`src/rtl/sleep_wakeup_timer_queue_top_macros.svh`:
```
// assertion macros for the sleep/wakeup timer queue
// used by sleep_wakeup_timer_queue_top; no other dependencies
`ifndef SLEEP_WAKEUP_TIMER_QUEUE_TOP_MACROS_SVH
`define SLEEP_WAKEUP_TIMER_QUEUE_TOP_MACROS_SVH

// cond must never hold outside reset
`define SWTQ_ASSERT_NEVER(label, clk, rst_n, cond, msg) \
    label: assert property (@(posedge clk) disable iff (!(rst_n)) !(cond)) else $error(msg);

// whenever cond holds, prop holds in the same cycle
`define SWTQ_ASSERT_IMPLY(label, clk, rst_n, cond, prop, msg) \
    label: assert property (@(posedge clk) disable iff (!(rst_n)) (cond) |-> (prop)) \
        else $error(msg);

`endif

```
`src/rtl/swtq_cmd_fifo.sv`:
```
// two-entry command queue between front and back
// depends on nothing but its width parameter
module swtq_cmd_fifo #(
    parameter int W = 56
) (
    input  logic         i_clk,
    input  logic         i_rst_n,
    input  logic         i_push,
    input  logic [W-1:0] i_push_data,
    output logic         o_full,
    input  logic         i_pop,
    output logic [W-1:0] o_pop_data,
    output logic         o_empty
);

    logic [W-1:0] r_mem [2];
    logic         r_wr;
    logic         r_rd;
    logic [1:0]   r_cnt;

    always_ff @(posedge i_clk) begin
        if (!i_rst_n) begin
            r_wr  <= 1'b0;
            r_rd  <= 1'b0;
            r_cnt <= 2'd0;
        end else begin
            if (i_push) begin
                r_wr <= ~r_wr;
            end
            if (i_pop) begin
                r_rd <= ~r_rd;
            end
            case ({i_push, i_pop})
                2'b10:   r_cnt <= r_cnt + 2'd1;
                2'b01:   r_cnt <= r_cnt - 2'd1;
                default: r_cnt <= r_cnt;
            endcase
        end
    end

    always_ff @(posedge i_clk) begin
        if (i_push) begin
            r_mem[r_wr] <= i_push_data;
        end
    end

    assign o_pop_data = r_mem[r_rd];
    assign o_full     = r_cnt[1];
    assign o_empty    = (r_cnt == 2'd0);

endmodule

```
`config.mk`:
```
export PLATFORM = sky130hd
export DESIGN_NAME = swtq_cmd_fifo
export DESIGN_NICKNAME = d
export VERILOG_FILES = /design/src/rtl/sleep_wakeup_timer_queue_top_macros.svh /design/src/rtl/swtq_cmd_fifo.sv
export SDC_FILE = /design/constraint.sdc
export NUM_CORES = 1
export LEC_CHECK = 0
export BUFFER_PORTS_ARGS = -buffer_cell sky130_fd_sc_hd__clkbuf_2
export CAP_MARGIN = 20
export CELL_PAD_IN_SITES_DETAIL_PLACEMENT = 0
export CELL_PAD_IN_SITES_GLOBAL_PLACEMENT = 1
export CORE_MARGIN = 3
export CORE_UTILIZATION = 39
export DETAILED_ROUTE_END_ITERATION = 16
export PLACE_DENSITY = 0.75
export SYNTH_ARGS = -nofsm -noshare
export SYNTH_HDL_FRONTEND = slang
export SYNTH_SLANG_ARGS = --single-unit
```
`constraint.sdc`:
```
create_clock -name i_clk -period 3.8 [get_ports i_clk]
set_input_delay 0.76 -clock i_clk [delete_from_list [all_inputs] [get_ports i_clk]]
set_output_delay 0.76 -clock i_clk [all_outputs]
set_load 0.1 [all_outputs]
```
==> results.txt <==
- Status: complete, no violations
* First-pass detailed-route iteration total: 4
- STA classifies the critical path startpoint as a flop.
- Clock-pin slew was measured on the worst setup and hold paths at 60 ps.
- Final weighted congestion of routability-driven global placement: 0.7091
- Input and output buffers added on the ports amount to 117.
- Register bit count reported by yosys: 117
* Total global-route track usage: 12.85%
- Placement-stage cell area: 5010 µm²
- The clock net in this run drives a total of 117 sinks.
- Share of async-settable or async-resettable flops after synthesis: 0%
- Fill cell count: 873
* Post-synthesis sequential area ratio: 81.65%
* Cell types with the highest counts after synthesis: 112 x sky130_fd_sc_hd__edfxtp_1, 56 x sky130_fd_sc_hd__mux2_2, 5 x sky130_fd_sc_hd__dfxtp_1
- The max-slew violation total from the final report came to 0.
* Endpoint required time on the critical path: 3040 ps
- The die covers 12160 µm².
* Top fanout value on the critical path: 25
- The synthesized design contains 112 enable-type register cells.
- Dividing the final minimum period by the clock period gives 81.94%.
- Antenna violations before repair: 0
* Worst flop-to-flop path endpoint: r_mem[1][14]$_DFFE_PP_
* Number of failing setup endpoints in the final timing report: 0
* Type of element capturing the critical path: primary output
- Reg-to-reg setup timing slack: 1980 ps
- Buffers inserted to repair hold after CTS numbered 0.
- At the end of the flow, the number of nets in the layout was 390.
* Highest clock frequency the design can meet: 0.3211 GHz
- Launch instance of the worst register-to-register path: r_wr$_SDFFE_PN0P_
- The tree is rooted in a sky130_fd_sc_hd__clkbuf_8.
- The largest total area in the synthesized netlist belongs to sky130_fd_sc_hd__edfxtp_1.
- Measured along the y axis, the die boundary spans 110.3 µm.
* Buffer levels on the longest clock path: 2
* IO Pins: 118
- The via count of the first global-routing pass came to 2261.
- Number of instances in the synthesized netlist: 195
- Setup repair after global routing left no endpoint under its margin.
* Total negative slack for setup checks: 0 ps
- VDD sags by at most 0.2816 mV.
- Post-detailed-route count of antenna-violating nets: 0
* Distinct cell type count after synthesis: 16
* Dominant synthesized flop cell: sky130_fd_sc_hd__edfxtp_1
- The worst pin sits at a relative slew slack of 52.27%.
- The die is 110.3 µm wide.
* Number of endpoints with negative hold slack in the final report: 0
- Detailed-route wire length: 7538 µm
- Critical path type: reg -> out
- Total area of multi-input combinational cells: 743.2 µm²
- For the worst setup path, the data arrival time is 2350 ps.
- Post-cts sizing count: 0
* Worst Reg2Reg Path Length in Cells: 2
- Clock insertion delay at the later pin of the skew report: 500 ps
- Once detailed placement completed, the half-perimeter wirelength came to 4865 µm.
* Startpoint of the lowest-slack hold path: i_push_data[48]
- Entering global routing, the biggest net connects 37 pins.
- From synthesis to final layout, the design area changed by 31.21%.
* Final std cell area, no fill: 5565 µm²
- Across the run, the number of max-cap violations was 0.
* Residual overflow from global routing: 0
- Dividing the detail-routed via count by the number of cells gives 4.565.
- A synthesized cell averages 21.75 µm².
- Number of inserted diodes: 0
* Syn nets: 256
- DR vias: 2182
- For this run, design rule violations remaining after detail routing come to 0.
- The clock period could shrink to 3114 ps.
- Total number of yosys warnings: 0
- Actual slew at the worst max-slew pin: 714.2 ps
- Floorplan Core Area: 10460 µm²
- Counting the buffers created by CTS gives 17.
- For hold timing, the worst endpoint is r_mem[0][48]$_DFFE_PP_.
- Buffers inserted during post-CTS setup optimization: 0
* Cells taking the most area after synthesis: sky130_fd_sc_hd__edfxtp_1 79%, sky130_fd_sc_hd__mux2_2 15%, sky130_fd_sc_hd__dfxtp_1 2.4%
* First-pass GRT wire length: 11300 µm
* TritonCTS clock tree: done
- Summing every instance area after synthesis gives 4242 µm².
* Starting density of the core: 40.54%
- In this run the static leakage power is 0.002118 µW.
- After the first detailed-routing iteration, the DRC count stood at 115.
- Along the worst hold path, the cell count comes to 1.
- Htree depth: 4
- Most repeated cell in the gate-level netlist after synthesis: sky130_fd_sc_hd__edfxtp_1
- Area taken by flip-flops and latches: 3465 µm²
- Worst min path class: in -> reg
* Clk_skew: 9.266 ps
- For this design the ratio of total power to cell area is 666.0 nW/µm².
- Layout cells sized above 1: 61.11%
- In this run the biggest area consumer among cell types represents 79.29% of the synthesized area.
* FP Rows: 37
* Wirelength per Cell: 15.77 µm
cell type report:
type	instances	share of cell area, %
Multi-Input combinational cell	71	13.35
Tap cell	136	3.058
Inverter	1	0.06745
Clock buffer	19	7.576
Clock inverter	13	2.406
Sequential cell	117	62.25
Timing Repair Buffer	121	11.29
where the power goes:
part           switching (µW)  internal (µW)
clock                     541            927
sequential               26.1           1490
combinational             585            138
critical path, stage by stage, from the launching register on:
cell	delay, ps
sky130_fd_sc_hd__dfxtp_2	700
sky130_fd_sc_hd__buf_4	390
sky130_fd_sc_hd__mux2_2	380
sky130_fd_sc_hd__clkbuf_2	370
registers in the layout (all words and copies together), names as in the netlist, named ones only:
register  cells
r_mem       112
r_cnt         2
r_rd          1
r_wr          1
per-layer routing:
metal  share of wire [%]  up-vias  routed length [µm]  GRT usage, %
li1                    -     1037                   -             -
met2                  49       77                3715         19.80
met1                  43     1058                3233         15.83
met4                 1.3        0                  96         6.332
met5                   0        -                   0             0
met3                 6.5       10                 492         5.009
placed cells by master (no fill, tap or decap), types with 3 or more instances in the layout:
master / instances
sky130_fd_sc_hd__and2_1: 3
sky130_fd_sc_hd__buf_4: 3
sky130_fd_sc_hd__clkbuf_16: 16
sky130_fd_sc_hd__clkbuf_2: 117
sky130_fd_sc_hd__clkinv_2: 3
sky130_fd_sc_hd__clkinvlp_4: 5
sky130_fd_sc_hd__dfxtp_1: 4
sky130_fd_sc_hd__edfxtp_1: 112
sky130_fd_sc_hd__mux2_2: 56
per-stage QoR:
step                      power [µW]  setup WS [ps]  hold slack (ps)  instances  util (%)
after floorplan                 2149          128.4            554.6        195         -
after global placement          2266           1169            487.2        446     47.88
after detailed placement        2272           1137            503.5        446     47.88
after CTS                       3746          595.9            415.2        478     53.19
after global routing            3842          518.8            417.0        478     53.19
final                           3707          686.1            448.9        478     53.19
logic make-up (layout without fill, tap and decap cells):
| family | Yosys count | count (layout) | share of synthesized area (%) |
|---|---|---|---|
| xor+xnor | 3 | 3 | 0.6196 |
| buf+inv | 7 | 154 | 1.032 |
| fa+ha+maj | 1 | 1 | 0.2949 |
| mux | 56 | 56 | 14.87 |
| flops | 117 | 117 | 81.65 |
| compound gates | 3 | 3 | 0.4720 |
| simple gates | 8 | 8 | 1.062 |
how the worst max path moves through the flow:
| stage | end | slack, ps | cells after the start | startpoint |
|---|---|---|---|---|
| floorplan | r_mem[0][0]$_DFFE_PP_ | 130 | 2 | i_push |
| global placement | o_pop_data[30] | 1170 | 3 | flop |
| detailed placement | o_pop_data[54] | 1140 | 3 | flop |
| CTS | o_pop_data[30] | 600 | 3 | flop |
| global route | o_pop_data[54] | 520 | 3 | flop |
| finish | o_pop_data[30] | 690 | 3 | flop |
Power figures use the tool's default switching activity.
