`src/rtl/sleep_wakeup_timer_queue_top_macros.svh`:
```
// assertion macros for the sleep/wakeup timer queue
// used by sleep_wakeup_timer_queue_top; no other dependencies
`ifndef SLEEP_WAKEUP_TIMER_QUEUE_TOP_MACROS_SVH
`define SLEEP_WAKEUP_TIMER_QUEUE_TOP_MACROS_SVH

// cond must never hold outside reset
`define SWTQ_ASSERT_NEVER(label, clk, rst_n, cond, msg) \
    label: assert property (@(posedge clk) disable iff (!(rst_n)) !(cond)) else $error(msg);

// whenever cond holds, prop holds in the same cycle
`define SWTQ_ASSERT_IMPLY(label, clk, rst_n, cond, prop, msg) \
    label: assert property (@(posedge clk) disable iff (!(rst_n)) (cond) |-> (prop)) \
        else $error(msg);

`endif

```
`src/rtl/swtq_pkg.sv`:
```
// shared types and constants of the sleep/wakeup timer queue
// no dependencies
package swtq_pkg;

    localparam int TASK_W = 6;
    localparam int SECS_W = 16;
    localparam int TPS_W  = 24;
    // non-negative seconds times ticks per second
    localparam int PROD_W = SECS_W - 1 + TPS_W;

    localparam logic [TPS_W-1:0] TPS_RESET = 24'd1000000;

    typedef enum logic {
        OP_SLEEP = 1'b0,
        OP_TICK  = 1'b1
    } t_op;

    typedef enum logic [2:0] {
        ST_ACCEPTED = 3'd0,
        ST_NEGATIVE = 3'd1,
        ST_FULL     = 3'd2,
        ST_WOKEN    = 3'd3,
        ST_NONE     = 3'd4
    } t_status;

    // classified command handed from front to back
    typedef struct packed {
        t_op               op;
        logic              neg;
        logic [TASK_W-1:0] task_id;
    } t_cmd_ctl;

    typedef struct packed {
        t_status           status;
        logic [TASK_W-1:0] woken_id;
        logic              last;
    } t_result;

endpackage

```
`src/rtl/swtq_back.sv`:
```
// back end: sorted circular buffer of sleeping tasks in one memory, plus result register
// depends on swtq_pkg; fed by swtq_cmd_fifo
module swtq_back #(
    parameter int QUEUE_DEPTH = 64,
    parameter int TIME_WIDTH  = 48
) (
    input  logic                  i_clk,
    input  logic                  i_rst_n,
    input  logic                  i_cmd_valid,
    input  swtq_pkg::t_cmd_ctl    i_cmd_ctl,
    input  logic [TIME_WIDTH-1:0] i_cmd_time,
    output logic                  o_cmd_pop,
    output logic                  o_out_valid,
    input  logic                  i_out_stall,
    output swtq_pkg::t_result     o_result
);

    localparam int AW = $clog2(QUEUE_DEPTH);
    localparam int CW = $clog2(QUEUE_DEPTH + 1);
    localparam int EW = swtq_pkg::TASK_W + TIME_WIDTH;

    typedef enum logic [4:0] {
        S_IDLE    = 5'b00001,
        S_INS_CMP = 5'b00010,
        S_INS_WR  = 5'b00100,
        S_TK_CMP  = 5'b01000,
        S_TK_FIN  = 5'b10000
    } t_state;

    function automatic logic [AW-1:0] f_next(input logic [AW-1:0] p);
        f_next = (p == AW'(QUEUE_DEPTH - 1)) ? '0 : p + AW'(1);
    endfunction

    function automatic logic [AW-1:0] f_prev(input logic [AW-1:0] p);
        f_prev = (p == '0) ? AW'(QUEUE_DEPTH - 1) : p - AW'(1);
    endfunction

    logic [EW-1:0] r_mem [QUEUE_DEPTH];
    logic [EW-1:0] r_rdata;

    t_state                      r_state, n_state;
    logic [AW-1:0]               r_head, n_head;
    logic [AW-1:0]               r_tail, n_tail;
    logic [CW-1:0]               r_count, n_count;
    logic [AW-1:0]               r_pos, n_pos;
    logic [CW-1:0]               r_left, n_left;
    swtq_pkg::t_cmd_ctl          r_ctl, n_ctl;
    logic [TIME_WIDTH-1:0]       r_time, n_time;
    logic [swtq_pkg::TASK_W-1:0] r_pend, n_pend;
    logic                        r_have_pend, n_have_pend;
    logic                        r_out_valid, n_out_valid;
    swtq_pkg::t_result           r_out, n_out;

    logic                  w_wr_en;
    logic [AW-1:0]         w_wr_addr;
    logic [EW-1:0]         w_wr_data;
    logic                  w_rd_en;
    logic [AW-1:0]         w_rd_addr;
    logic                  w_out_free;
    logic [TIME_WIDTH-1:0] w_rd_wake;
    logic [swtq_pkg::TASK_W-1:0] w_rd_task;

    assign w_out_free = !r_out_valid || !i_out_stall;
    assign w_rd_wake  = r_rdata[TIME_WIDTH-1:0];
    assign w_rd_task  = r_rdata[EW-1:TIME_WIDTH];

    always_comb begin
        n_state     = r_state;
        n_head      = r_head;
        n_tail      = r_tail;
        n_count     = r_count;
        n_pos       = r_pos;
        n_left      = r_left;
        n_ctl       = r_ctl;
        n_time      = r_time;
        n_pend      = r_pend;
        n_have_pend = r_have_pend;
        n_out_valid = r_out_valid && i_out_stall;
        n_out       = r_out;
        w_wr_en     = 1'b0;
        w_wr_addr   = r_pos;
        w_wr_data   = r_rdata;
        w_rd_en     = 1'b0;
        w_rd_addr   = r_head;
        o_cmd_pop   = 1'b0;

        case (r_state)
            S_IDLE: begin
                if (i_cmd_valid && w_out_free) begin
                    o_cmd_pop = 1'b1;
                    n_ctl     = i_cmd_ctl;
                    n_time    = i_cmd_time;
                    if (i_cmd_ctl.op == swtq_pkg::OP_SLEEP) begin
                        if (i_cmd_ctl.neg) begin
                            n_out_valid = 1'b1;
                            n_out       = '{swtq_pkg::ST_NEGATIVE, '0, 1'b1};
                        end else if (r_count == CW'(QUEUE_DEPTH)) begin
                            n_out_valid = 1'b1;
                            n_out       = '{swtq_pkg::ST_FULL, '0, 1'b1};
                        end else if (r_count == '0) begin
                            w_wr_en     = 1'b1;
                            w_wr_addr   = r_tail;
                            w_wr_data   = {i_cmd_ctl.task_id, i_cmd_time};
                            n_tail      = f_next(r_tail);
                            n_count     = r_count + CW'(1);
                            n_out_valid = 1'b1;
                            n_out       = '{swtq_pkg::ST_ACCEPTED, '0, 1'b1};
                        end else begin
                            // walk back from the tail, shifting later entries up
                            n_pos     = r_tail;
                            n_left    = r_count;
                            w_rd_en   = 1'b1;
                            w_rd_addr = f_prev(r_tail);
                            n_state   = S_INS_CMP;
                        end
                    end else begin
                        if (r_count == '0) begin
                            n_out_valid = 1'b1;
                            n_out       = '{swtq_pkg::ST_NONE, '0, 1'b1};
                        end else begin
                            n_have_pend = 1'b0;
                            w_rd_en     = 1'b1;
                            w_rd_addr   = r_head;
                            n_state     = S_TK_CMP;
                        end
                    end
                end
            end
            S_INS_CMP: begin
                // strictly later wake times move up, equal ones stay ahead
                if (w_rd_wake > r_time) begin
                    w_wr_en   = 1'b1;
                    w_wr_addr = r_pos;
                    w_wr_data = r_rdata;
                    n_pos     = f_prev(r_pos);
                    n_left    = r_left - CW'(1);
                    if (r_left != CW'(1)) begin
                        w_rd_en   = 1'b1;
                        w_rd_addr = f_prev(f_prev(r_pos));
                    end else begin
                        n_state = S_INS_WR;
                    end
                end else begin
                    n_state = S_INS_WR;
                end
            end
            S_INS_WR: begin
                if (w_out_free) begin
                    w_wr_en     = 1'b1;
                    w_wr_addr   = r_pos;
                    w_wr_data   = {r_ctl.task_id, r_time};
                    n_tail      = f_next(r_tail);
                    n_count     = r_count + CW'(1);
                    n_out_valid = 1'b1;
                    n_out       = '{swtq_pkg::ST_ACCEPTED, '0, 1'b1};
                    n_state     = S_IDLE;
                end
            end
            S_TK_CMP: begin
                // one task held back so that the last flag is known when it goes out
                if (w_rd_wake <= r_time) begin
                    if (!r_have_pend || w_out_free) begin
                        if (r_have_pend) begin
                            n_out_valid = 1'b1;
                            n_out       = '{swtq_pkg::ST_WOKEN, r_pend, 1'b0};
                        end
                        n_pend      = w_rd_task;
                        n_have_pend = 1'b1;
                        n_head      = f_next(r_head);
                        n_count     = r_count - CW'(1);
                        if (r_count != CW'(1)) begin
                            w_rd_en   = 1'b1;
                            w_rd_addr = f_next(r_head);
                        end else begin
                            n_state = S_TK_FIN;
                        end
                    end
                end else begin
                    n_state = S_TK_FIN;
                end
            end
            S_TK_FIN: begin
                if (w_out_free) begin
                    n_out_valid = 1'b1;
                    if (r_have_pend) begin
                        n_out = '{swtq_pkg::ST_WOKEN, r_pend, 1'b1};
                    end else begin
                        n_out = '{swtq_pkg::ST_NONE, '0, 1'b1};
                    end
                    n_state = S_IDLE;
                end
            end
            default: begin
                n_state = S_IDLE;
            end
        endcase
    end

    always_ff @(posedge i_clk) begin
        if (!i_rst_n) begin
            r_state     <= S_IDLE;
            r_head      <= '0;
            r_tail      <= '0;
            r_count     <= '0;
            r_have_pend <= 1'b0;
            r_out_valid <= 1'b0;
        end else begin
            r_state     <= n_state;
            r_head      <= n_head;
            r_tail      <= n_tail;
            r_count     <= n_count;
            r_have_pend <= n_have_pend;
            r_out_valid <= n_out_valid;
        end
    end

    always_ff @(posedge i_clk) begin
        r_pos  <= n_pos;
        r_left <= n_left;
        r_ctl  <= n_ctl;
        r_time <= n_time;
        r_pend <= n_pend;
        r_out  <= n_out;
    end

    always_ff @(posedge i_clk) begin
        if (w_wr_en) begin
            r_mem[w_wr_addr] <= w_wr_data;
        end
        if (w_rd_en) begin
            r_rdata <= r_mem[w_rd_addr];
        end
    end

    assign o_out_valid = r_out_valid;
    assign o_result    = r_out;

endmodule

```
`config.mk`:
```
export PLATFORM = sky130hd
export DESIGN_NAME = swtq_back
export DESIGN_NICKNAME = d
export VERILOG_FILES = /design/src/rtl/sleep_wakeup_timer_queue_top_macros.svh /design/src/rtl/swtq_pkg.sv /design/src/rtl/swtq_back.sv
export SDC_FILE = /design/constraint.sdc
export NUM_CORES = 2
export LEC_CHECK = 0
export BUFFER_PORTS_ARGS = -buffer_cell sky130_fd_sc_hd__buf_2
export CORE_MARGIN = 1.5
export CORE_UTILIZATION = 30
export DETAILED_ROUTE_END_ITERATION = 10
export HOLD_SLACK_MARGIN = 0.03
export SLEW_MARGIN = 20
export SYNTH_ARGS = -nofsm -noshare
export SYNTH_HDL_FRONTEND = slang
export SYNTH_SLANG_ARGS = --single-unit
```
`constraint.sdc`:
```
create_clock -name i_clk -period 13.6 [get_ports i_clk]
set_input_delay 2.72 -clock i_clk [delete_from_list [all_inputs] [get_ports i_clk]]
set_output_delay 2.72 -clock i_clk [all_outputs]
set_load 0.05 [all_outputs]
```
==> results.json <==
{
  "grt_max_degree": 170,
  "irDropWorstVdd_v": 0.0000973,
  "antenna_found_initial": 40,
  "synth_top_family_by_area": "simple AND/OR/NAND/NOR gates",
  "yosys.area_share.simple": 0.0795,
  "vias_per_cell": 5.51,
  "num_vias": 85000,
  "ys_ff_latch": 3619,
  "clock_sinks": 3619,
  "drt_first_iter_violations": 13800,
  "syn_nets": 8905,
  "finalSetupViolCount": 0,
  "dpl.hpwl_um": 242000,
  "rr_worst_depth": 17,
  "synth_compound_area_frac": 0.0668,
  "maxSlewViolCount": 0,
  "start_util": 0.302,
  "clk_latency_ps": 980,
  "synth_xor_area_frac": 0.00179,
  "cts_buffers": 362,
  "grt_util_all_layers": 0.185,
  "root_buffer": "clkbuf_16",
  "hold_viol_final": 0,
  "p_per_area_nw_per_um2": 162,
  "synth_edf_count": 3593,
  "drive_gt1_frac": 0.148,
  "met1Wirelength_um": 180000,
  "wire_per_inst_um": 29.8,
  "synth_fa_ha_area_frac": 0.00528,
  "min_period_ps": 8040,
  "crit_required_ps": 14410,
  "fillers": 44500,
  "maxCapViolCount": 0,
  "worst_slack_ps": 5560,
  "layout.nets": 9034,
  "core_area_sq_um": 472000,
  "worstReg2RegStart": "r_time[37]",
  "r2r_slack_ps": 5560,
  "leakage_nw": 53.0,
  "path_delay_family": "compound AO/OA/AOI/OAI gates",
  "reg2reg_to": "r_rdata[8]",
  "drt-total-wl_um": 460000,
  "numPortBuffers": 71,
  "hold_path_class": "reg -> reg",
  "wl_met2_um": 207000,
  "cts_hold_buf": 0,
  "grt_first_pass_wirelength_um": 633000,
  "ys_seq_area_frac": 0.762,
  "fmax_mhz": 124,
  "path_cells": "inv_1 -> ha_1 -> nand4_1 -> nor3_1 -> a22oi_1 -> o211ai_2 -> or3_4 -> o31a_1 -> o21ai_1 -> buf_4 -> a21o_4 -> buf_4 -> buf_4 -> and3_2 -> a22oi_1 -> nand4_1 -> or4_1",
  "worst_pin_slew_ps": 1220,
  "end_kind": "register",
  "path_max_fanout": 32,
  "synth_warnings": 0,
  "final_util": 0.344,
  "timing.critical_path.buf_inv": 4,
  "yosys.cell_types.count": 86,
  "antenna_left": 0,
  "gp_congestion": 0.874,
  "crit_arrival_ps": 8850,
  "grt_pass1_vias": 79500,
  "min_to": "o_result[4]",
  "status": "completed",
  "crit_path_start_kind": "register",
  "async_reset_ff_frac": 0,
  "num_rows": 252,
  "overflow": 0,
  "maxUsedRoutingLayer": "met5",
  "cts_resized": 0,
  "multi_input_area_sq_um": 31900,
  "die_w_um": 692,
  "dieArea_sq_um": 478000,
  "synthFlopType": "edfxtp_1",
  "slowest_stage": "and3_2",
  "crit_top_cell": "buf_4",
  "synthCells": 8785,
  "die_h_um": 692,
  "regArea_sq_um": 108000,
  "hold_start": "r_pend[3]",
  "synthMuxAreaShare": 0.0644,
  "clk_pin_slew_ps": 60,
  "avgSynthCellArea_sq_um": 16.2,
  "dp_slack_ps": 5290,
  "setup_tns_ps": 0,
  "netlist_area_sq_um": 142000,
  "relSlewSlack": 0.186,
  "final.setup_skew_ps": 70.1,
  "clk_path_buf_depth": 4,
  "hold_depth": 1,
  "met3_length_um": 55400,
  "htreeDepth": 5,
  "firstDrtPassIters": 8,
  "cts_tree": "built",
  "criticalPathCategory": "reg -> reg",
  "rsz0062_at_grt": "no",
  "finalCritPeriodShare": 0.591,
  "cpPeakStageDelay_ps": 840,
  "io_pins": 72,
  "drc": 0,
  "syn2layout_area_growth_pct": 14.2,
  "postCtsSetupRepairBufs": 0
}
where the power goes:
group	leakage (nW)	internal (mW)	total, mW	switching [mW]
clock network	5.55	5.50	9.82	4.32
logic	14.9	0.756	3.14	2.38
registers	32.6	13.3	13.4	0.106
cell usage after synthesis (27+ instances only):
| master | count | area, sq um |
|---|---|---|
| a211oi_1 | 46 | 345 |
| a21o_1 | 42 | 315 |
| a21oi_1 | 439 | 2200 |
| a22o_1 | 27 | 236 |
| a22oi_1 | 100 | 751 |
| a32o_1 | 80 | 801 |
| a32oi_1 | 288 | 2520 |
| buf_1 | 34 | 128 |
| buf_2 | 146 | 731 |
| buf_4 | 31 | 233 |
| clkbuf_1 | 326 | 1220 |
| edfxtp_1 | 3593 | 108000 |
| ha_1 | 60 | 751 |
| inv_1 | 64 | 240 |
| mux2i_1 | 49 | 490 |
| mux4_2 | 385 | 8670 |
| nand2_1 | 1888 | 7090 |
| nand3_1 | 417 | 2090 |
| nand4_1 | 45 | 282 |
| nor2_1 | 125 | 469 |
| nor2b_1 | 45 | 282 |
| nor3_1 | 54 | 270 |
| o211a_1 | 41 | 410 |
| o21ai_0 | 36 | 180 |
| o22ai_1 | 117 | 732 |
| o311a_1 | 39 | 390 |
worst reg2reg max path: cells and delay by family (launching register included):
kind,cells,cell delay (ps)
AOI/OAI and AO/OA,6,2560
DFF,1,530
and+or+nand+nor,6,2540
buffers and inverters,4,1920
adders and majority gates,1,320
worst max-delay path by stage:
stage,cells after the start,to,startpoint
finish,17,r_rdata[8],r_time[37]
global route,17,r_rdata[8],r_time[37]
CTS,17,r_rdata[8],r_time[37]
detailed placement,14,r_rdata[0],i_cmd_ctl[6]
global placement,14,r_rdata[0],i_cmd_ctl[7]
floorplan,5,r_rdata[0],i_out_stall
state kept, by name (all words and copies together) (netlist names):
register / count
r_ctl: 6
r_mem: 3456
r_state: 5
r_left: 7
r_head: 6
r_tail: 6
r_time: 48
r_pend: 6
r_rdata: 54
o_out_valid: 1
r_count: 7
r_have_pend: 1
r_pos: 6
o_result: 10
logic make-up after synthesis:
| family | Yosys count |
|---|---|
| buffers and inverters | 627 |
| AOI/OAI and AO/OA | 1331 |
| adders and majority gates | 60 |
| xor gates and xnor gates | 29 |
| muxes | 434 |
| DFF | 3619 |
| and+or+nand+nor | 2685 |
final cells by class:
cell class,instances,share of cell area
Sequential cell,3619,0.668
Multi-Input combinational cell,4539,0.197
Clock buffer,441,0.0585
Tap cell,6223,0.0479
Timing Repair Buffer,327,0.0157
Clock inverter,199,0.0118
Inverter,65,0.00152
Antenna cell,21,0.000324
placed cells by master, fill, tap and decap left out, types with 23 or more instances in the layout:
master     synthesis  routed
clkbuf_16          0     369
clkinv_1           1      73
ha_1              60      60
a21o_1            42      41
o21ai_0           36      34
o311a_1           39      39
mux4_2           385     385
clkinv_2           0      61
nand2_1         1888    1858
nor3_1            54      50
o22ai_1          117     117
nor2b_1           45      45
clkbuf_1         326      72
a21oi_1          439     438
a22o_1            27      26
inv_1             64      63
nand3_1          417     415
buf_4             31     233
a32o_1            80      80
nor2_1           125      58
a22oi_1          100     100
a31oi_1           23      23
nor2_4             0      67
nand4_1           45      45
buf_2            146      71
mux2i_1           49      49
a32oi_1          288     288
bufinv_16          0      27
a211oi_1          46      44
dfxtp_1           26      26
edfxtp_1        3593    3593
o211a_1           41      41
nand2_4            0      28
per-stage QoR:
stage	area [sq um]	cells	hold slack [ps]	power (mW)
2_1_floorplan	142000	8785	426	15.5
3_3_place_gp	151000	14800	506	16.7
3_5_place_dp	151000	14800	519	16.7
4_1_cts	162000	15400	502	26.4
5_1_grt	162000	15400	519	27.0
6_report	162000	15400	493	26.3
metal layers:
layer | up-vias | track usage
li1 | 34600 | -
met1 | 44100 | 0.254
met2 | 5393 | 0.282
met3 | 837 | 0.0489
met4 | 22 | 0.0654
met5 | - | 0
Note: power is estimated with default switching activity, not from simulation.
