--- src/rtl/sleep_wakeup_timer_queue_top_macros.svh ---
// assertion macros for the sleep/wakeup timer queue
// used by sleep_wakeup_timer_queue_top; no other dependencies
`ifndef SLEEP_WAKEUP_TIMER_QUEUE_TOP_MACROS_SVH
`define SLEEP_WAKEUP_TIMER_QUEUE_TOP_MACROS_SVH

// cond must never hold outside reset
`define SWTQ_ASSERT_NEVER(label, clk, rst_n, cond, msg) \
    label: assert property (@(posedge clk) disable iff (!(rst_n)) !(cond)) else $error(msg);

// whenever cond holds, prop holds in the same cycle
`define SWTQ_ASSERT_IMPLY(label, clk, rst_n, cond, prop, msg) \
    label: assert property (@(posedge clk) disable iff (!(rst_n)) (cond) |-> (prop)) \
        else $error(msg);

`endif

--- src/rtl/swtq_pkg.sv ---
// shared types and constants of the sleep/wakeup timer queue
// no dependencies
package swtq_pkg;

    localparam int TASK_W = 6;
    localparam int SECS_W = 16;
    localparam int TPS_W  = 24;
    // non-negative seconds times ticks per second
    localparam int PROD_W = SECS_W - 1 + TPS_W;

    localparam logic [TPS_W-1:0] TPS_RESET = 24'd1000000;

    typedef enum logic {
        OP_SLEEP = 1'b0,
        OP_TICK  = 1'b1
    } t_op;

    typedef enum logic [2:0] {
        ST_ACCEPTED = 3'd0,
        ST_NEGATIVE = 3'd1,
        ST_FULL     = 3'd2,
        ST_WOKEN    = 3'd3,
        ST_NONE     = 3'd4
    } t_status;

    // classified command handed from front to back
    typedef struct packed {
        t_op               op;
        logic              neg;
        logic [TASK_W-1:0] task_id;
    } t_cmd_ctl;

    typedef struct packed {
        t_status           status;
        logic [TASK_W-1:0] woken_id;
        logic              last;
    } t_result;

endpackage

--- src/rtl/swtq_front.sv ---
// front end: takes input transactions, flags negative seconds, works out wake time
// depends on swtq_pkg; feeds swtq_cmd_fifo
module swtq_front #(
    parameter int TIME_WIDTH = 48
) (
    input  logic                         i_clk,
    input  logic                         i_rst_n,
    input  logic                         i_in_valid,
    output logic                         o_in_stall,
    input  logic                         i_op,
    input  logic [swtq_pkg::TASK_W-1:0]  i_task_id,
    input  logic signed [swtq_pkg::SECS_W-1:0] i_sleep_seconds,
    input  logic [TIME_WIDTH-1:0]        i_now_ticks,
    input  logic                         i_cfg_valid,
    output logic                         o_cfg_ready,
    input  logic [swtq_pkg::TPS_W-1:0]   i_cfg_data,
    output logic                         o_push,
    output swtq_pkg::t_cmd_ctl           o_push_ctl,
    output logic [TIME_WIDTH-1:0]        o_push_time,
    input  logic                         i_fifo_full
);

    localparam int PW = swtq_pkg::PROD_W;
    localparam int SW = ((TIME_WIDTH > PW) ? TIME_WIDTH : PW) + 1;

    logic                          r_s1_valid;
    swtq_pkg::t_cmd_ctl            r_s1_ctl;
    logic [TIME_WIDTH-1:0]         r_s1_now;
    logic [PW-1:0]                 r_s1_prod;
    logic [swtq_pkg::TPS_W-1:0]    r_tps;

    logic          w_adv;
    logic          w_accept;
    logic [PW-1:0] w_prod;
    logic [SW-1:0] w_sum;
    logic          w_sat;
    logic [TIME_WIDTH-1:0] w_wake;

    assign w_adv       = !r_s1_valid || !i_fifo_full;
    assign w_accept    = i_in_valid && w_adv;
    assign o_in_stall  = !w_adv;
    assign o_cfg_ready = 1'b1;

    // sign bit cleared: negative requests never use the product
    assign w_prod = {{swtq_pkg::TPS_W{1'b0}}, i_sleep_seconds[swtq_pkg::SECS_W-2:0]}
                  * {{(swtq_pkg::SECS_W-1){1'b0}}, r_tps};

    always_ff @(posedge i_clk) begin
        if (!i_rst_n) begin
            r_s1_valid <= 1'b0;
            r_tps      <= swtq_pkg::TPS_RESET;
        end else begin
            if (i_cfg_valid) begin
                r_tps <= i_cfg_data;
            end
            if (w_adv) begin
                r_s1_valid <= i_in_valid;
            end
        end
    end

    always_ff @(posedge i_clk) begin
        if (w_accept) begin
            r_s1_ctl.op      <= swtq_pkg::t_op'(i_op);
            r_s1_ctl.neg     <= i_sleep_seconds[swtq_pkg::SECS_W-1];
            r_s1_ctl.task_id <= i_task_id;
            r_s1_now         <= i_now_ticks;
            r_s1_prod        <= w_prod;
        end
    end

    // saturate wake time at the top of the time range
    assign w_sum  = SW'(r_s1_now) + SW'(r_s1_prod);
    assign w_sat  = |w_sum[SW-1:TIME_WIDTH];
    assign w_wake = w_sat ? {TIME_WIDTH{1'b1}} : w_sum[TIME_WIDTH-1:0];

    assign o_push      = r_s1_valid && !i_fifo_full;
    assign o_push_ctl  = r_s1_ctl;
    assign o_push_time = (r_s1_ctl.op == swtq_pkg::OP_TICK) ? r_s1_now : w_wake;

endmodule

--- config.mk ---
export PLATFORM = sky130hd
export DESIGN_NAME = swtq_front
export DESIGN_NICKNAME = d
export VERILOG_FILES = /design/src/rtl/sleep_wakeup_timer_queue_top_macros.svh /design/src/rtl/swtq_pkg.sv /design/src/rtl/swtq_front.sv
export SDC_FILE = /design/constraint.sdc
export NUM_CORES = 1
export LEC_CHECK = 0
export BUFFER_PORTS_ARGS = -buffer_cell sky130_fd_sc_hd__clkbuf_2
export CORE_ASPECT_RATIO = 1.4
export CORE_MARGIN = 2
export CORE_UTILIZATION = 63
export CTS_CLUSTER_DIAMETER = 50
export DETAILED_ROUTE_END_ITERATION = 6
export PLACE_DENSITY = 0.84
export SYNTH_ARGS = -nofsm -noshare
export SYNTH_HDL_FRONTEND = slang
export SYNTH_SLANG_ARGS = --single-unit
--- constraint.sdc ---
create_clock -name i_clk -period 8.39 [get_ports i_clk]
set_input_delay 0.4195 -clock i_clk [delete_from_list [all_inputs] [get_ports i_clk]]
set_output_delay 0.4195 -clock i_clk [all_outputs]
set_load 0.05 [all_outputs]
==> results of run 1 <==
[per-layer routing]
layer / share of wire, % / global-route usage [%] / up-vias
met5: 0 / 0 / -
met1: 37 / 36.3 / 6829
li1: - / - / 6320
met4: 3.4 / 11.8 / 0
met3: 8.6 / 6.23 / 131
met2: 51 / 53.7 / 700
[power breakdown]
part           switching (mW)  internal, mW
Sequential             0.0834         0.993
Clock                   0.302         0.497
Combinational            3.63          2.51
Total                    4.01          4.00
[stage by stage]
step	instances	utilization (%)	worst slack (ps)
floorplan	1925	-	2120
global placement	2373	67.0	1630
detailed placement	2373	67.0	1460
CTS	2405	69.2	1600
global route	2405	69.2	1160
finish	2405	69.2	1530
[logic make-up after synthesis]
group	count (synthesis)
buffers and inverters	413
AO/OA/AOI/OAI	277
adder cells (fa/ha/maj)	427
flip-flops	120
XOR/XNOR	72
AND/OR/NAND/NOR	589
other	1
multiplexers	26
[cell type report]
| class | instances | area (µm²) |
|---|---|---|
| multi-input cells | 1392 | 13100 |
| fillers | 2107 | 8720 |
| flip-flops and latches | 120 | 3350 |
| inverters | 327 | 1230 |
| repair buffers | 159 | 801 |
| well taps | 375 | 469 |
| clock buffers | 17 | 425 |
| clock inverters | 15 | 199 |
[registers in the layout, indices dropped and copies added (netlist names)]
name / flops
r_s1_now: 48
r_s1_valid: 1
r_s1_prod: 39
o_push_ctl: 8
r_tps: 24
[worst paths after layout]
kind | cells after the start | end | startpoint | slack (ps)
max | 21 | r_s1_prod[38] | r_tps[8] | 1530
min | 1 | r_s1_now[38] | i_now_ticks[38] | 150
max reg2reg | 21 | r_s1_prod[38] | r_tps[8] | 1530
min reg2reg | 2 | r_s1_valid | r_s1_valid | 680
[cell usage in the layout (no fill, tap or decap), types with 16 or more instances in the layout]
cell type  count
fa_1         285
dfxtp_1       25
nor2_1        48
xor2_1        19
and2_1       180
edfxtp_1      95
o21bai_1      17
o21ai_0       39
nand4_1       19
clkbuf_2     157
clkbuf_16     17
nand3_1       17
ha_1         142
o22a_1        26
xnor2_1       53
inv_1        327
nor2b_1       24
a31oi_1       16
mux2i_1       24
nand2_1      257
a21o_1        31
a21oi_1       84
==> summary.md, run 1 <==
| Metric | Value |
|---|---|
| Syn nets | `2,452` |
| WL/cell | `18.2 µm` |
| Async S/R FF share, synth | `0%` |
| Layout cells sized above 1 | `10.1%` |
| Fin crit share | `81.8%` |
| Pleak | `9.45 nW` |
| Fin. Hold Viols | `0` |
| Number of global-route vias before repair | `14.9k` |
| Cell count after synthesis | `1,925` |
| DP Area | `19,000 µm²` |
| Final setup viols | `0` |
| Initial antenna violation count | `0` |
| CP Launch Type | `register` |
| Total CTS buffers | `17` |
| Synth Area in Compound Gates | `10.2%` |
| DR vias | `14.0k` |
| Synthesis Warnings | `0` |
| Fin crit period | `6860 ps` |
| Routed Antenna Nets | `0` |
| I/O pin cnt | `159` |
| Max stage delay on crit path | `780 ps` |
| Worst Path Arrival | `7060 ps` |
| Most frequent CP cell | `fa_1` |
| Most frequent cell after synthesis | `inv_1` |
| Avg Inst Size Synth | `9.36 µm²` |
| Worst Setup End Kind | `register` |
| Hold Buf Count CTS | `0` |
| Postcts setup bufs | `0` |
| Post-Syn Area | `18,000 µm²` |
| Port Buf Inserts | `157` |
| Class of the worst hold path | `in2reg` |
| Final Slew Violations | `0` |
| GRT Util Overall | `30.3%` |
| Hold slack | `147 ps` |
| WP buf/inv | `3` |
| Total Power | `8.01 mW` |
| Total gr overflow | `0` |
| CTS max path bufs | `2` |
| Initial core utilization | `63.6%` |
| Largest net degree at the start of global routing | `82` |
| Most used DFF post-synth | `edfxtp_1` |
| Xor-xnor portion of the synthesized cell area | `3.50%` |
| Root buffer cell | `clkbuf_16` |
| Slew headroom | `17.8%` |
| Critical path, cell by cell | `nand2_1 -> fa_1 -> fa_1 -> inv_1 -> fa_1 -> fa_1 -> fa_1 -> inv_1 -> fa_1 -> inv_1 -> ha_1 -> a211oi_1 -> o21ai_0 -> a21oi_1 -> o32ai_2 -> a31o_2 -> a31oi_1 -> o31a_1 -> nand4_1 -> a31oi_1 -> xnor2_1` |
| CTS tree | `yes` |
| Post-synth EDFFs | `95` |
| Largest cells by area after synthesis | `fa_1 (32%), edfxtp_1 (16%), ha_1 (9.9%), inv_1 (6.8%), and2_1 (6.3%)` |
| Max Cap Viol | `0` |
| Power density cells | `409 nW/µm²` |
| Post-synthesis adder-cell area fraction | `41.5%` |
| Initial drt markers | `800` |
| Die W | `147 µm` |
| Setup_tns | `0 ps` |
| Placer Congestion | `0.929` |
| RSZ-0062 raised after global routing | `no` |
| Post-synth top cells | `inv_1 (327), fa_1 (285), nand2_1 (257)` |
| Worst Clk Skew | `12.5 ps` |
| Fmax | `146 MHz` |
| Skew-Pair Late Insertion Delay | `450 ps` |
| Via density | `5.81` |
| Post-DP HPWL | `34,200 µm` |
| Outcome | `completed` |
| CP max FO | `16` |
| Yosys top cell by area | `fa_1` |
| DR pass1 iterations | `7` |
| Chip height | `204 µm` |
| Core Region | `28,300 µm²` |
| #FFs+latches synth | `120` |
| Kind of critical path | `reg2reg` |
| DRC | `0` |
| Simple-gate share of the synthesized area | `16.1%` |
| CP required | `8580 ps` |
| Worst path slowest cell | `dfxtp_1` |
| Share of the synthesized area in the top cell type | `31.7%` |
| # rows | `73` |
| Antenna Cells | `0` |
| Post-synthesis mux area share | `1.46%` |
| Sink Count | `120` |
| Layout Area Growth over Synthesis | `8.74%` |
| Number of library cell types mapped by synthesis | `60` |
| # nets final | `2,544` |
| Largest family of logic cells by synthesized area | `adder cells` |
| Actual slew at the worst max-slew pin | `1230 ps` |
| Sequential fraction of the synthesis area | `18.6%` |
| Worst-case vdd ir drop | `0.341 mV` |
| Final wirelength | `43,700 µm` |
| Cts repair resizes | `0` |
| Design area | `19,600 µm²` |
| Clk slew on worst S/H paths | `60 ps` |
| H-tree depth | `4` |
| First-pass GRT wire length | `72,000 µm` |
| Cell family with most CP delay | `adder cells` |
| Die area | `30,000 µm²` |
Note: power is estimated with default switching activity, not from simulation.
==> run 2, diff against run 1 <==
==> constraint.sdc (replaced) <==
create_clock -name i_clk -period 6.7 [get_ports i_clk]
set_input_delay 0.335 -clock i_clk [delete_from_list [all_inputs] [get_ports i_clk]]
set_output_delay 0.335 -clock i_clk [all_outputs]
set_load 0.05 [all_outputs]
==> run 2 against run 1 <==
Register-to-register slack worse by 1300 ps. Highest routed layer unchanged. Critical endpoint is now r_s1_prod[33]. Critical path depth stayed put. Critical path type unchanged. Global-route usage is 0.58 points higher.
==> summary.md, run 2 (same netlist as run 1, synthesis figures left out) <==
| Metric | Value |
|---|---|
| CTS max path bufs | `2` |
| Port Buf Inserts | `157` |
| # rows | `73` |
| Outcome | `completed` |
| CP max FO | `16` |
| Pleak | `9.59 nW` |
| Final Slew Violations | `0` |
| Commonest non-fill, non-tap cell in the layout | `inv_1` |
| Initial drt markers | `940` |
| Cell family with most CP delay | `adder cells` |
| Worst Path Arrival | `6700 ps` |
| Most frequent cells in the layout | `inv_1 (327), fa_1 (285), nand2_1 (257)` |
| Die W | `147 µm` |
| Antenna Cells | `0` |
| Final wirelength | `44,400 µm` |
| H-tree depth | `4` |
| Worst Setup End Kind | `register` |
| Worst-case vdd ir drop | `0.357 mV` |
| Core Region | `28,300 µm²` |
| Chip height | `204 µm` |
| Worst path slowest cell | `fa_1` |
| Initial antenna violation count | `0` |
| Total CTS buffers | `17` |
| Max Cap Viol | `0` |
| Fin crit period | `6510 ps` |
| Post-DP HPWL | `35,400 µm` |
| Reg power frac | `13.2%` |
| Number of global-route vias before repair | `15.2k` |
| Initial core utilization | `63.6%` |
| Max stage delay on crit path | `530 ps` |
| Class of the worst hold path | `in2reg` |
| Fin. Hold Viols | `0` |
| Final core occ | `70.1%` |
| Power density cells | `508 nW/µm²` |
| I/O pin cnt | `159` |
| DR pass1 iterations | `5` |
| Actual slew at the worst max-slew pin | `1230 ps` |
| Fin cells | `2,441` |
| Kind of critical path | `reg2reg` |
| Placer Congestion | `0.930` |
| Final setup viols | `0` |
| Fin crit share | `97.2%` |
| GRT Util Overall | `30.9%` |
| CP Launch Type | `register` |
| Largest net degree at the start of global routing | `82` |
| Pre-CTS WS | `14.3 ps` |
| DRC | `0` |
| Internal power | `5.00 mW` |
| Routed Antenna Nets | `0` |
| Sink Count | `120` |
| DR vias | `14.2k` |
| Total gr overflow | `0` |
| Clk slew on worst S/H paths | `60 ps` |
| DP Area | `19,200 µm²` |
| # nets final | `2,580` |
| Root buffer cell | `clkbuf_16` |
| Biggest register | `r_s1_now` |
| Switching Power | `5.06 mW` |
| WP buf/inv | `4` |
| Inst Count DP | `2,409` |
| CP required | `6890 ps` |
| Clock Power Share | `9.0%` |
| Skew-Pair Late Insertion Delay | `450 ps` |
| Design area | `19,800 µm²` |
| Layout cells sized above 1 | `12.4%` |
| Layout Area Growth over Synthesis | `10.1%` |
| Worst Clk Skew | `8.56 ps` |
| CTS tree | `yes` |
| First-pass GRT wire length | `73,500 µm` |
| Hold Buf Count CTS | `0` |
| Critical path, cell by cell | `and2_1 -> fa_1 -> inv_1 -> fa_1 -> inv_1 -> fa_1 -> fa_1 -> fa_1 -> inv_1 -> fa_1 -> inv_1 -> ha_1 -> and3_1 -> o311ai_0 -> o21ai_0 -> a211oi_2 -> o211ai_1 -> nand4_1 -> nand2_1 -> a21oi_1 -> xnor2_1` |
| Layout fillers | `2,082` |
| Regs by FF count | `r_s1_now (48), r_s1_prod (39), r_tps (24)` |
| Switching fraction of total power | `50.3%` |
| Combinational share of power | `77.9%` |
| Most frequent CP cell | `fa_1` |
| Die area | `30,000 µm²` |
| Largest register FFs | `48` |
| Via density | `5.81` |
| Final WS setup | `186 ps` |
| Postcts setup bufs | `0` |
| Slew headroom | `18.1%` |
| Fmax | `154 MHz` |
| WL/cell | `18.2 µm` |
==> run 2: cell type report <==
class,instances,area (µm²),share of cell area (%)
clock buffer,18,429,2.16
clock inverter,14,141,0.713
inverter,327,1230,6.19
multi-input combinational,1392,13100,66.2
sequential,120,3370,17.0
tap,375,469,2.37
timing repair buffer,195,1070,5.40
==> run 2: metrics by stage <==
| step | total power, mW | hold WS (ps) | setup TNS, ps |
|---|---|---|---|
| 6_report | 10.1 | 54.2 | 0 |
| 4_1_cts | 9.96 | 40.3 | 0 |
| 2_1_floorplan | 7.29 | 434 | 0 |
| 5_1_grt | 11.1 | 47.5 | -34.9 |
| 3_3_place_gp | 8.75 | 513 | 0 |
| 3_5_place_dp | 8.99 | 514 | 0 |
==> run 2: worst reg2reg max path, delay by kind of cell, from the launching register on <==
kind | cells | cell delay [ps]
adders and majority gates | 7 | 3400
buffers and inverters | 4 | 200
and+or+nand+nor | 4 | 810
xor gates and xnor gates | 1 | 150
AOI/OAI and AO/OA | 5 | 1270
DFF | 1 | 440
==> run 2: timing repair <==
action	in CTS	in global routing
setup endpoints to repair	0	10
endpoints found under the hold margin	0	0
gates resized for setup	0	14
==> run 2: metal layers <==
metal	routed length (µm)	vias to the layer above	track usage, %
met5	0	-	0
met4	1610	0	13.4
met3	3430	128	5.85
met2	22400	694	53.8
met1	17000	6947	37.5
li1	-	6412	-
==> run 2: worst paths after layout <==
kind / endpoint / slack, ps / cells after the start / from
max reg2reg: r_s1_prod[33] / 190 / 21 / r_tps[10]
min: r_s1_now[5] / 50 / 1 / i_now_ticks[5]
min reg2reg: r_tps[16] / 660 / 2 / r_tps[16]
max: r_s1_prod[33] / 190 / 21 / r_tps[10]
==> run 2: power groups by stage <==
stage	Sequential (mW)	Combinational, mW	Clock [mW]
after detailed placement	1.34	7.65	0
final	1.33	7.84	0.903
after global routing	1.34	8.83	0.939
after global placement	1.34	7.41	0
after floorplan	1.31	5.98	0
after CTS	1.32	7.73	0.913
